File: src/assert_macros.svh
// ----------------------------------------------------------------------------
// Assertion macros
// Shared concurrent assertion forms; define ASSERT_OFF to compile them out.
// ----------------------------------------------------------------------------
`ifndef ASSERT_MACROS_SVH
`define ASSERT_MACROS_SVH

`ifndef ASSERT_OFF

`define PLF_ASSERT(lbl, expr) \
  lbl: assert property (@(posedge clk) disable iff (!rst_n) (expr)) \
    else $error("plf assertion failed");

`define PLF_ASSERT_IMP(lbl, ante, cons) \
  lbl: assert property (@(posedge clk) disable iff (!rst_n) (ante) |-> (cons)) \
    else $error("plf assertion failed");

`define PLF_ASSERT_NXT(lbl, ante, cons) \
  lbl: assert property (@(posedge clk) disable iff (!rst_n) (ante) |=> (cons)) \
    else $error("plf assertion failed");

`else

`define PLF_ASSERT(lbl, expr)
`define PLF_ASSERT_IMP(lbl, ante, cons)
`define PLF_ASSERT_NXT(lbl, ante, cons)

`endif

`endif

File: src/plf_pkg.sv
// ----------------------------------------------------------------------------
// plf_pkg
// Types and constants of the parameter list key finder.
// ----------------------------------------------------------------------------
package plf_pkg;

  localparam int KEY_BYTES  = 16;
  localparam int HALF_BYTES = KEY_BYTES / 2;
  localparam int IDX_W      = 5;
  localparam int SKIP_W     = 17;
  localparam int CFG_IDX_W  = 3;

  // configuration register indexes
  localparam logic [CFG_IDX_W-1:0] CFG_HEADER_PRESENT     = 3'd0;
  localparam logic [CFG_IDX_W-1:0] CFG_DEFAULT_BIG_ENDIAN = 3'd1;
  localparam logic [CFG_IDX_W-1:0] CFG_EXTRA_PID          = 3'd2;
  localparam logic [CFG_IDX_W-1:0] CFG_KEY_HASH_PID       = 3'd3;
  localparam logic [CFG_IDX_W-1:0] CFG_SENTINEL_PID       = 3'd4;
  localparam logic [CFG_IDX_W-1:0] CFG_BIG_ENDIAN_CODE    = 3'd5;
  localparam logic [CFG_IDX_W-1:0] CFG_LITTLE_ENDIAN_CODE = 3'd6;

  typedef enum logic [2:0] {
    ST_KEY_HASH  = 3'd0,
    ST_SEARCH    = 3'd1,
    ST_NOT_FOUND = 3'd2,
    ST_BAD_ENCAP = 3'd3,
    ST_TRUNCATED = 3'd4
  } status_t;

  typedef enum logic [2:0] {
    PH_HEADER = 3'd0,
    PH_ENTRY  = 3'd1,
    PH_KEY    = 3'd2,
    PH_SKIP   = 3'd3,
    PH_DONE   = 3'd4
  } phase_t;

  typedef struct packed {
    logic        header_present;
    logic        default_big_endian;
    logic [15:0] extra_pid;
    logic [15:0] key_hash_pid;
    logic [15:0] sentinel_pid;
    logic [7:0]  big_endian_code;
    logic [7:0]  little_endian_code;
  } plf_cfg_t;

  typedef struct packed {
    logic [7:0] data_byte;
    logic       final_byte;
  } plf_word_t;

endpackage

File: src/plf_if.sv
// ----------------------------------------------------------------------------
// plf_if
// Valid/ready channels of the key finder: byte input, result, config write.
// ----------------------------------------------------------------------------
interface plf_in_if;
  logic       valid;
  logic       ready;
  logic [7:0] data_byte;
  logic       final_byte;
  modport source (output valid, data_byte, final_byte, input ready);
  modport sink (input valid, data_byte, final_byte, output ready);
endinterface

interface plf_out_if;
  logic        valid;
  logic        ready;
  logic [2:0]  status;
  logic [63:0] key_upper;
  logic [63:0] key_lower;
  logic [7:0]  encapsulation_code;
  modport source (output valid, status, key_upper, key_lower, encapsulation_code,
                  input ready);
  modport sink (input valid, status, key_upper, key_lower, encapsulation_code,
                output ready);
endinterface

interface plf_cfg_if;
  logic        valid;
  logic        ready;
  logic [2:0]  index;
  logic [15:0] data;
  modport source (output valid, index, data, input ready);
  modport sink (input valid, index, data, output ready);
endinterface

File: src/plf_front.sv
// ----------------------------------------------------------------------------
// plf_front
// Accepts payload words and holds them in a two-entry queue for the parser.
// ----------------------------------------------------------------------------
`include "assert_macros.svh"

module plf_front
  import plf_pkg::*;
(
  input  logic       clk,
  input  logic       rst_n,
  plf_in_if.sink     in_ch,
  output logic       q_valid,
  input  logic       q_ready,
  output plf_word_t  q_word
);

  plf_word_t  mem_r [2];
  logic       wr_ptr_r, wr_ptr_nxt;
  logic       rd_ptr_r, rd_ptr_nxt;
  logic [1:0] cnt_r, cnt_nxt;
  logic       push, pop;

  assign in_ch.ready = (cnt_r != 2'd2);
  assign q_valid     = (cnt_r != 2'd0);
  assign q_word      = mem_r[rd_ptr_r];
  assign push        = in_ch.valid && in_ch.ready;
  assign pop         = q_valid && q_ready;

  always_comb begin
    wr_ptr_nxt = push ? ~wr_ptr_r : wr_ptr_r;
    rd_ptr_nxt = pop ? ~rd_ptr_r : rd_ptr_r;
    cnt_nxt    = cnt_r + {1'b0, push} - {1'b0, pop};
  end

  always_ff @(posedge clk) begin
    if (!rst_n) begin
      wr_ptr_r <= 1'b0;
      rd_ptr_r <= 1'b0;
      cnt_r    <= 2'd0;
    end else begin
      wr_ptr_r <= wr_ptr_nxt;
      rd_ptr_r <= rd_ptr_nxt;
      cnt_r    <= cnt_nxt;
    end
  end

  always_ff @(posedge clk) begin
    if (push) begin
      mem_r[wr_ptr_r] <= '{data_byte: in_ch.data_byte, final_byte: in_ch.final_byte};
    end
  end

  `PLF_ASSERT(a_cnt_range, cnt_r <= 2'd2)
  `PLF_ASSERT(a_ptr_match, (wr_ptr_r ^ rd_ptr_r) == (cnt_r == 2'd1))

endmodule

File: src/plf_parser.sv
// ----------------------------------------------------------------------------
// plf_parser
// Walks the parameter list one byte a cycle while out_ch is free, and registers one result per payload.
// ----------------------------------------------------------------------------
`include "assert_macros.svh"

module plf_parser
  import plf_pkg::*;
(
  input  logic       clk,
  input  logic       rst_n,
  input  plf_cfg_t   cfg,
  input  logic       q_valid,
  output logic       q_ready,
  input  plf_word_t  q_word,
  plf_out_if.source  out_ch
);

  localparam logic [IDX_W-1:0] IDX_ENTRY_END = IDX_W'(4);
  localparam logic [IDX_W-1:0] IDX_KEY_END   = IDX_W'(KEY_BYTES);
  localparam logic [IDX_W-1:0] IDX_HALF      = IDX_W'(HALF_BYTES);

  phase_t              phase_r, phase_nxt;
  logic [IDX_W-1:0]    idx_r, idx_nxt;
  logic [23:0]         eh_r, eh_nxt;
  logic [SKIP_W-1:0]   skip_r, skip_nxt;
  logic [63:0]         key0_r, key0_nxt, key1_r, key1_nxt;
  logic                be_r, be_nxt;
  logic                ms_r, ms_nxt;
  logic [7:0]          encap_r, encap_nxt;

  logic                out_valid_r, out_valid_nxt;
  logic [2:0]          status_r, status_nxt;
  logic [63:0]         kup_r, kup_nxt, klo_r, klo_nxt;
  logic [7:0]          ocode_r, ocode_nxt;

  logic                consume;
  logic [7:0]          b;
  logic                fin;
  logic [IDX_W-1:0]    idx_inc;
  logic [31:0]         eh_full;
  logic                be_eff;
  logic [15:0]         pid, len;
  logic [SKIP_W-1:0]   pad_len;

  // entry header step, shared by the entry phase and the headerless start
  phase_t              ent_phase;
  logic [IDX_W-1:0]    ent_idx;
  logic [23:0]         ent_eh;
  logic [SKIP_W-1:0]   ent_skip;
  logic                ent_ms;
  logic                ent_clr;
  logic                ent_res;
  status_t             ent_status;

  logic                res;
  status_t             res_status;
  logic                with_key;

  assign q_ready = !out_valid_r || out_ch.ready;
  assign consume = q_valid && q_ready;
  assign b       = q_word.data_byte;
  assign fin     = q_word.final_byte;
  assign idx_inc = idx_r + IDX_W'(1);
  assign eh_full = {eh_r, b};
  assign be_eff  = (phase_r == PH_HEADER) ? cfg.default_big_endian : be_r;
  assign pid     = be_eff ? eh_full[31:16] : {eh_full[23:16], eh_full[31:24]};
  assign len     = be_eff ? eh_full[15:0] : {eh_full[7:0], eh_full[15:8]};
  assign pad_len = ({1'b0, len} + SKIP_W'(3)) & ~SKIP_W'(3);

  always_comb begin
    ent_phase  = PH_ENTRY;
    ent_idx    = idx_inc;
    ent_eh     = eh_full[23:0];
    ent_skip   = skip_r;
    ent_ms     = ms_r;
    ent_clr    = 1'b0;
    ent_res    = 1'b0;
    ent_status = ST_NOT_FOUND;
    if (idx_inc >= IDX_ENTRY_END) begin
      ent_idx = '0;
      ent_eh  = '0;
      priority if (pid == cfg.sentinel_pid) begin
        ent_res = 1'b1;
      end else if (pid == cfg.key_hash_pid || pid == cfg.extra_pid) begin
        ent_ms    = (pid != cfg.key_hash_pid);
        ent_clr   = 1'b1;
        ent_phase = PH_KEY;
      end else begin
        ent_skip  = pad_len;
        ent_phase = (pad_len == '0) ? PH_ENTRY : PH_SKIP;
      end
    end
    if (fin && !ent_res) begin
      ent_res    = 1'b1;
      ent_status = (ent_phase == PH_KEY) ? ST_TRUNCATED : ST_NOT_FOUND;
    end
  end

  always_comb begin
    phase_nxt  = phase_r;
    idx_nxt    = idx_r;
    eh_nxt     = eh_r;
    skip_nxt   = skip_r;
    key0_nxt   = key0_r;
    key1_nxt   = key1_r;
    be_nxt     = be_r;
    ms_nxt     = ms_r;
    encap_nxt  = encap_r;
    res        = 1'b0;
    res_status = ST_NOT_FOUND;
    with_key   = 1'b0;

    if (consume) begin
      unique case (phase_r)
        PH_HEADER: begin
          if (idx_r == '0 && !cfg.header_present) begin
            be_nxt     = cfg.default_big_endian;
            phase_nxt  = ent_phase;
            idx_nxt    = ent_idx;
            eh_nxt     = ent_eh;
            skip_nxt   = ent_skip;
            ms_nxt     = ent_ms;
            res        = ent_res;
            res_status = ent_status;
            if (ent_clr) begin
              key0_nxt = '0;
              key1_nxt = '0;
            end
          end else begin
            if (idx_r == IDX_W'(1)) begin
              encap_nxt = b;
              priority if (b == cfg.big_endian_code) begin
                be_nxt = 1'b1;
              end else if (b == cfg.little_endian_code) begin
                be_nxt = 1'b0;
              end else begin
                res        = 1'b1;
                res_status = ST_BAD_ENCAP;
              end
            end
            idx_nxt = idx_inc;
            if (idx_r >= IDX_W'(3)) begin
              phase_nxt = PH_ENTRY;
              idx_nxt   = '0;
            end
            if (fin && !res) begin
              res        = 1'b1;
              res_status = (idx_r == '0) ? ST_BAD_ENCAP : ST_NOT_FOUND;
            end
          end
        end
        PH_ENTRY: begin
          phase_nxt  = ent_phase;
          idx_nxt    = ent_idx;
          eh_nxt     = ent_eh;
          skip_nxt   = ent_skip;
          ms_nxt     = ent_ms;
          res        = ent_res;
          res_status = ent_status;
          if (ent_clr) begin
            key0_nxt = '0;
            key1_nxt = '0;
          end
        end
        PH_KEY: begin
          if (idx_r < IDX_HALF) begin
            key0_nxt = {key0_r[55:0], b};
          end else begin
            key1_nxt = {key1_r[55:0], b};
          end
          idx_nxt = idx_inc;
          if (idx_inc >= IDX_KEY_END) begin
            res        = 1'b1;
            res_status = ms_r ? ST_SEARCH : ST_KEY_HASH;
            with_key   = 1'b1;
          end else if (fin) begin
            res        = 1'b1;
            res_status = ST_TRUNCATED;
          end
        end
        PH_SKIP: begin
          skip_nxt = (skip_r != '0) ? skip_r - SKIP_W'(1) : skip_r;
          if (skip_nxt == '0) begin
            phase_nxt = PH_ENTRY;
            idx_nxt   = '0;
            eh_nxt    = '0;
          end
          if (fin) begin
            res        = 1'b1;
            res_status = ST_NOT_FOUND;
          end
        end
        default: begin
          // done: drop bytes until the end of the payload
        end
      endcase
    end

    // result word from the updated state, before any restart
    status_nxt    = status_r;
    kup_nxt       = kup_r;
    klo_nxt       = klo_r;
    ocode_nxt     = ocode_r;
    out_valid_nxt = out_ch.ready ? 1'b0 : out_valid_r;
    if (consume && res) begin
      out_valid_nxt = 1'b1;
      status_nxt    = res_status;
      kup_nxt       = with_key ? key0_nxt : '0;
      klo_nxt       = with_key ? key1_nxt : '0;
      ocode_nxt     = encap_nxt;
      phase_nxt     = PH_DONE;
    end

    // restart on the last byte of a payload
    if (consume && fin) begin
      phase_nxt = PH_HEADER;
      idx_nxt   = '0;
      eh_nxt    = '0;
      skip_nxt  = '0;
      key0_nxt  = '0;
      key1_nxt  = '0;
      be_nxt    = 1'b0;
      ms_nxt    = 1'b0;
      encap_nxt = '0;
    end
  end

  always_ff @(posedge clk) begin
    if (!rst_n) begin
      phase_r     <= PH_HEADER;
      idx_r       <= '0;
      eh_r        <= '0;
      skip_r      <= '0;
      key0_r      <= '0;
      key1_r      <= '0;
      be_r        <= 1'b0;
      ms_r        <= 1'b0;
      encap_r     <= '0;
      out_valid_r <= 1'b0;
    end else begin
      phase_r     <= phase_nxt;
      idx_r       <= idx_nxt;
      eh_r        <= eh_nxt;
      skip_r      <= skip_nxt;
      key0_r      <= key0_nxt;
      key1_r      <= key1_nxt;
      be_r        <= be_nxt;
      ms_r        <= ms_nxt;
      encap_r     <= encap_nxt;
      out_valid_r <= out_valid_nxt;
    end
  end

  always_ff @(posedge clk) begin
    status_r <= status_nxt;
    kup_r    <= kup_nxt;
    klo_r    <= klo_nxt;
    ocode_r  <= ocode_nxt;
  end

  assign out_ch.valid              = out_valid_r;
  assign out_ch.status             = status_r;
  assign out_ch.key_upper          = kup_r;
  assign out_ch.key_lower          = klo_r;
  assign out_ch.encapsulation_code = ocode_r;

  `PLF_ASSERT_IMP(a_key_idx, phase_r == PH_KEY, idx_r < IDX_KEY_END)
  `PLF_ASSERT_IMP(a_entry_idx, phase_r == PH_ENTRY, idx_r < IDX_ENTRY_END)
  `PLF_ASSERT_IMP(a_skip_nonzero, phase_r == PH_SKIP, skip_r != '0)
  `PLF_ASSERT_NXT(a_result_done, consume && res && !fin, phase_r == PH_DONE)

endmodule

File: src/parameter_list_key_finder_unit.sv
// ----------------------------------------------------------------------------
// parameter_list_key_finder_unit: one status per payload, one byte per cycle
// while out_ch is free. A byte is parsed when the parser takes it from the
// queue; its status word is registered for out_ch. A held status word backs up.
// Synchronous active-low reset restores register defaults and empties the queue.
// ----------------------------------------------------------------------------
module parameter_list_key_finder_unit
  import plf_pkg::*;
(
  input  logic       clk,
  input  logic       rst_n,
  plf_cfg_if.sink    cfg_ch,
  plf_in_if.sink     in_ch,
  plf_out_if.source  out_ch
);

  localparam plf_cfg_t CFG_RESET = '{
    header_present:     1'b1,
    default_big_endian: 1'b0,
    extra_pid:          16'd80,
    key_hash_pid:       16'd112,
    sentinel_pid:       16'd1,
    big_endian_code:    8'd2,
    little_endian_code: 8'd3
  };

  plf_cfg_t  cfg_r, cfg_nxt;
  logic      q_valid;
  logic      q_ready;
  plf_word_t q_word;

  assign cfg_ch.ready = 1'b1;

  always_comb begin
    cfg_nxt = cfg_r;
    if (cfg_ch.valid) begin
      unique case (cfg_ch.index)
        CFG_HEADER_PRESENT:     cfg_nxt.header_present     = cfg_ch.data[0];
        CFG_DEFAULT_BIG_ENDIAN: cfg_nxt.default_big_endian = cfg_ch.data[0];
        CFG_EXTRA_PID:          cfg_nxt.extra_pid          = cfg_ch.data;
        CFG_KEY_HASH_PID:       cfg_nxt.key_hash_pid       = cfg_ch.data;
        CFG_SENTINEL_PID:       cfg_nxt.sentinel_pid       = cfg_ch.data;
        CFG_BIG_ENDIAN_CODE:    cfg_nxt.big_endian_code    = cfg_ch.data[7:0];
        CFG_LITTLE_ENDIAN_CODE: cfg_nxt.little_endian_code = cfg_ch.data[7:0];
        default: begin
          // unknown index: drop the word
        end
      endcase
    end
  end

  always_ff @(posedge clk) begin
    if (!rst_n) begin
      cfg_r <= CFG_RESET;
    end else begin
      cfg_r <= cfg_nxt;
    end
  end

  plf_front u_front (
    .clk     (clk),
    .rst_n   (rst_n),
    .in_ch   (in_ch),
    .q_valid (q_valid),
    .q_ready (q_ready),
    .q_word  (q_word)
  );

  plf_parser u_parser (
    .clk     (clk),
    .rst_n   (rst_n),
    .cfg     (cfg_r),
    .q_valid (q_valid),
    .q_ready (q_ready),
    .q_word  (q_word),
    .out_ch  (out_ch)
  );

endmodule
File: src/flat_wrapper.sv
// flat-port wrapper written by rule: the top's interface ports become plain ports
module parameter_list_key_finder_unit_flat import plf_pkg::*;
  (clk, rst_n, cfg_ch_valid, cfg_ch_index, cfg_ch_data, cfg_ch_ready, in_ch_valid, in_ch_data_byte, in_ch_final_byte, in_ch_ready, out_ch_valid, out_ch_status, out_ch_key_upper, out_ch_key_lower, out_ch_encapsulation_code, out_ch_ready);
  plf_cfg_if cfg_ch_i ();
  plf_in_if in_ch_i ();
  plf_out_if out_ch_i ();
  input  logic clk;
  input  logic rst_n;
  input wire logic [$bits(cfg_ch_i.valid)-1:0] cfg_ch_valid;
  input wire logic [$bits(cfg_ch_i.index)-1:0] cfg_ch_index;
  input wire logic [$bits(cfg_ch_i.data)-1:0] cfg_ch_data;
  output wire logic [$bits(cfg_ch_i.ready)-1:0] cfg_ch_ready;
  input wire logic [$bits(in_ch_i.valid)-1:0] in_ch_valid;
  input wire logic [$bits(in_ch_i.data_byte)-1:0] in_ch_data_byte;
  input wire logic [$bits(in_ch_i.final_byte)-1:0] in_ch_final_byte;
  output wire logic [$bits(in_ch_i.ready)-1:0] in_ch_ready;
  output wire logic [$bits(out_ch_i.valid)-1:0] out_ch_valid;
  output wire logic [$bits(out_ch_i.status)-1:0] out_ch_status;
  output wire logic [$bits(out_ch_i.key_upper)-1:0] out_ch_key_upper;
  output wire logic [$bits(out_ch_i.key_lower)-1:0] out_ch_key_lower;
  output wire logic [$bits(out_ch_i.encapsulation_code)-1:0] out_ch_encapsulation_code;
  input wire logic [$bits(out_ch_i.ready)-1:0] out_ch_ready;
  assign cfg_ch_i.valid = cfg_ch_valid;
  assign cfg_ch_i.index = cfg_ch_index;
  assign cfg_ch_i.data = cfg_ch_data;
  assign cfg_ch_ready = cfg_ch_i.ready;
  assign in_ch_i.valid = in_ch_valid;
  assign in_ch_i.data_byte = in_ch_data_byte;
  assign in_ch_i.final_byte = in_ch_final_byte;
  assign in_ch_ready = in_ch_i.ready;
  assign out_ch_valid = out_ch_i.valid;
  assign out_ch_status = out_ch_i.status;
  assign out_ch_key_upper = out_ch_i.key_upper;
  assign out_ch_key_lower = out_ch_i.key_lower;
  assign out_ch_encapsulation_code = out_ch_i.encapsulation_code;
  assign out_ch_i.ready = out_ch_ready;
  parameter_list_key_finder_unit u_core (.clk(clk), .rst_n(rst_n), .cfg_ch(cfg_ch_i), .in_ch(in_ch_i), .out_ch(out_ch_i));
endmodule
File: config.mk
export PLATFORM = sky130hd
export DESIGN_NAME = parameter_list_key_finder_unit_flat
export DESIGN_NICKNAME = d
export VERILOG_FILES = /design/src/plf_pkg.sv /design/src/plf_if.sv /design/src/plf_front.sv /design/src/plf_parser.sv /design/src/parameter_list_key_finder_unit.sv /design/src/flat_wrapper.sv
export VERILOG_INCLUDE_DIRS = /design/src /design/src/src
export SDC_FILE = /design/constraint.sdc
export NUM_CORES = 1
export LEC_CHECK = 0
export ABC_AREA = 0
export ABC_CLOCK_PERIOD_IN_PS = 7040
export BUFFER_PORTS_ARGS = -buffer_cell sky130_fd_sc_hd__buf_2
export CAP_MARGIN = 25
export CELL_PAD_IN_SITES_DETAIL_PLACEMENT = 0
export CELL_PAD_IN_SITES_GLOBAL_PLACEMENT = 1
export CORE_ASPECT_RATIO = 0.7
export CORE_MARGIN = 8
export CORE_UTILIZATION = 35
export CTS_CLUSTER_DIAMETER = 40
export DETAILED_ROUTE_END_ITERATION = 6
export GPL_ROUTABILITY_DRIVEN = 1
export PLACE_DENSITY = 0.63
export SKIP_LAST_GASP = 1
export SYNTH_ARGS = -nofsm -noshare
export SYNTH_HDL_FRONTEND = slang
export SYNTH_HIERARCHICAL = 1
export SYNTH_SLANG_ARGS = --single-unit
File: constraint.sdc
create_clock -name clk -period 7.04 [get_ports clk]
set_input_delay 1.408 -clock clk [delete_from_list [all_inputs] [get_ports clk]]
set_output_delay 1.408 -clock clk [all_outputs]
set_load 0.005 [all_outputs]
==> results_dict.tcl <==
set metrics [dict create \
    start_util_pct 35.3 \
    power.leakage_nw 8.46 \
    yosysSeqAreaShare_pct 48.7 \
    clk_latency_ps 610 \
    hold_class "reg2reg" \
    wirelength_mm 64.6 \
    drv_cap 0 \
    drive_gt1_share_pct 15.5 \
    clock_path_buffers 3 \
    antenna_left 0 \
    rows 73 \
    setup_viol 0 \
    clk_pin_slew_worst_paths_ps 60 \
    place_congestion 0.934 \
    ios 175 \
    cts_tree "done" \
    worst_setup_path_end_kind "register" \
    coreArea_um2 56600 \
    fin_crit_sh_pct 65.4 \
    grt.overflow.total 0 \
    grt_pass1_wl_mm 98.8 \
    dp_hpwl_mm 43.8 \
    worstSetupPathType "reg2reg" \
    synthArstFlopShare_pct 0 \
    crit_required_ps 7260 \
    rsz0062_at_grt "no" \
    max_freq_ghz 0.217 \
    grt_antenna_before_repair 1 \
    place_ws_ps 2150 \
    synth_area_um2 20000 \
    cts_buffers 53 \
    critPathLaunchType "register" \
    cts-hold-fix-buffers 0 \
    hold_viol 0 \
    vias_per_cell 5.53 \
    portBuffers 173 \
    htreeDepth 2 \
    synth_nets 2197 \
    slew_headroom_pct 37.6 \
    die_h_um 216 \
    dieArea_um2 65100 \
    p_per_area_nw_per_um2 315 \
    critPathSlowestCell "or4b_1" \
    grt_pass1_vias 16025 \
    drt_iter0_drc 1712 \
    fin_setup_tns_ps 0 \
    synth_edf_count 157 \
    yosys_most_used_dff "dfxtp_1" \
    run_status "completed" \
    worst_slew_pin_slew_ps 934 \
    cts_resized 0 \
    synthTopCellsByArea "dfxtp_1 25%, edfxtp_1 24%, o21ai_0 5.4%" \
    synth_top_area_share_pct 25.1 \
    cp_max_fo 48 \
    arrival_ps 4830 \
    die_width_um 302 \
    via_count 16770 \
    final_cell_mix "250 x dfxtp_1, 241 x nor2_1, 216 x o21ai_0" \
    fill_cells 5597 \
    layout_commonest_cell "dfxtp_1" \
    grt_max_degree 165 \
    syn_inst 2158 \
    synthDistinctLibCells 83 \
    min_period_ps 4610 \
    wire_per_inst_um 21.3 \
    yosysWarnings 6 \
    clock_skew_ps 28.5 \
    post_cts.repair.setup_buffers 0 \
    max_stage_delay_ps 750 \
    crit_chain "or4b_1 > nand2_2 > o22ai_1 > a221o_1 > or4_4 > nor3_1 > o21a_4 > buf_4" \
    cts_root_buf "clkbuf_16" \
    syn_avg_cell_area_um2 9.26 \
    grtUsageTotal_pct 19.0 \
    peakVddDrop_uv 225 \
    ys_ff_latch 408 \
    finalNonFillerCells 3033 \
    synth_top_area_cell "dfxtp_1" \
    cts_sinks 408 \
    layout-area-overhead-vs-synth_pct 16.3 \
    diodes 0 \
    final_max_slew_viol_count 0 \
    first_pass_iters 7 \
    nNetsFinal 2277 \
    drc 0 \
    worst_slack_ps 2430 \
    dpl.cell_count 2930 \
]
==> layout make-up <==
cell class / count / area (µm²) / share of cell area [%]
multi-input cells: 1531 / 9400 / 40.4
inverters: 40 / 150 / 0.646
clock buffers: 60 / 1360 / 5.86
well taps: 750 / 938 / 4.04
flip-flops and latches: 408 / 9740 / 41.9
clock inverters: 40 / 465 / 2.00
repair buffers: 204 / 1190 / 5.11
==> routing by layer <==
metal | global-route usage (%) | share of wire, %
met1 | 29.1 | 50
met2 | 26.9 | 41
met3 | 3.88 | 6.9
met4 | 4.45 | 1.9
met5 | 0 | 0
==> synth_stat cells, types with 12 or more instances <==
cell type,instances
dfxtp_1,251
nor2_1,243
o21ai_0,216
nand2_1,205
edfxtp_1,157
clkbuf_1,128
mux2i_1,103
a21oi_1,100
and2_1,80
a32oi_1,63
nor2b_1,46
xnor2_1,43
inv_1,39
nand2b_1,33
nand3_1,29
xor2_1,29
nor3_1,28
a22o_1,26
buf_2,26
o22ai_1,26
a31oi_1,18
mux2_2,18
nor4_1,18
nand4_1,13
o211ai_1,13
buf_1,12
==> state kept, by name, summed over array words and instances, names as in the netlist, 2 cells and up, named ones only <==
name	count
u_core/u_parser/out_ch.key_upper	64
u_core/u_parser/encap_r	8
u_core/u_parser/key1_r	56
u_core/u_parser/phase_r	3
u_core/u_parser/eh_r	24
u_core/u_parser/out_ch.status	3
u_core/u_front/mem_r	18
u_core/u_parser/out_ch.key_lower	64
u_core/u_front/cnt_r	2
u_core/u_parser/key0_r	64
u_core/u_parser/out_ch.encapsulation_code	8
u_core/u_parser/skip_r	17
u_core/cfg_r	66
u_core/u_parser/idx_r	5
==> worst max-delay path: cells and delay by family (launching register included) <==
family | cells | cell delay (ps)
and+or+nand+nor | 4 | 1910
AOI/OAI and AO/OA | 3 | 1260
buffers and inverters | 1 | 570
DFF | 1 | 450
==> metrics by stage <==
step / hold WS (ps) / utilization [%] / cell area (µm²) / power [mW]
after detailed placement: 465 / 37.7 / 21400 / 4.62
final: 472 / 41.0 / 23200 / 7.32
after floorplan: 431 / - / 20000 / 3.94
after global placement: 454 / 37.6 / 21300 / 4.57
after CTS: 475 / 41.0 / 23200 / 7.43
after global routing: 491 / 41.0 / 23200 / 7.69
==> power breakdown <==
part	total (mW)	internal, mW	switching [mW]
Combinational	1.67	0.516	1.16
Sequential	2.88	2.77	0.118
Clock	2.77	1.62	1.14
==> worst paths after layout <==
path / from / end / slack, ps / cells after the start
worst max-delay path: u_core/u_parser/phase_r[2]$_SDFFE_PP0P_ / u_core/u_parser/out_ch.key_upper[41]$_SDFFCE_PN0P_ / 2430 / 8
worst min-delay path: u_core/u_parser/key1_r[55]$_SDFF_PP0_ / u_core/u_parser/key1_r[55]$_SDFF_PP0_ / 470 / 2
worst max register to register: u_core/u_parser/phase_r[2]$_SDFFE_PP0P_ / u_core/u_parser/out_ch.key_upper[41]$_SDFFCE_PN0P_ / 2430 / 8
worst min register to register: u_core/u_parser/key1_r[55]$_SDFF_PP0_ / u_core/u_parser/key1_r[55]$_SDFF_PP0_ / 470 / 2
==> cell families after synthesis <==
logic type               count (synthesis)  share of synthesized area, %
multiplexers                           121                          6.17
adder cells (fa/ha/maj)                  6                         0.376
flip-flops                             408                          48.7
AND/OR/NAND/NOR                        749                          18.0
buffers and inverters                  219                          4.71
XOR/XNOR                                72                          3.15
AO/OA/AOI/OAI                          582                          18.8
other                                    1                        0.0188
Note: power is estimated with default switching activity, not from simulation.
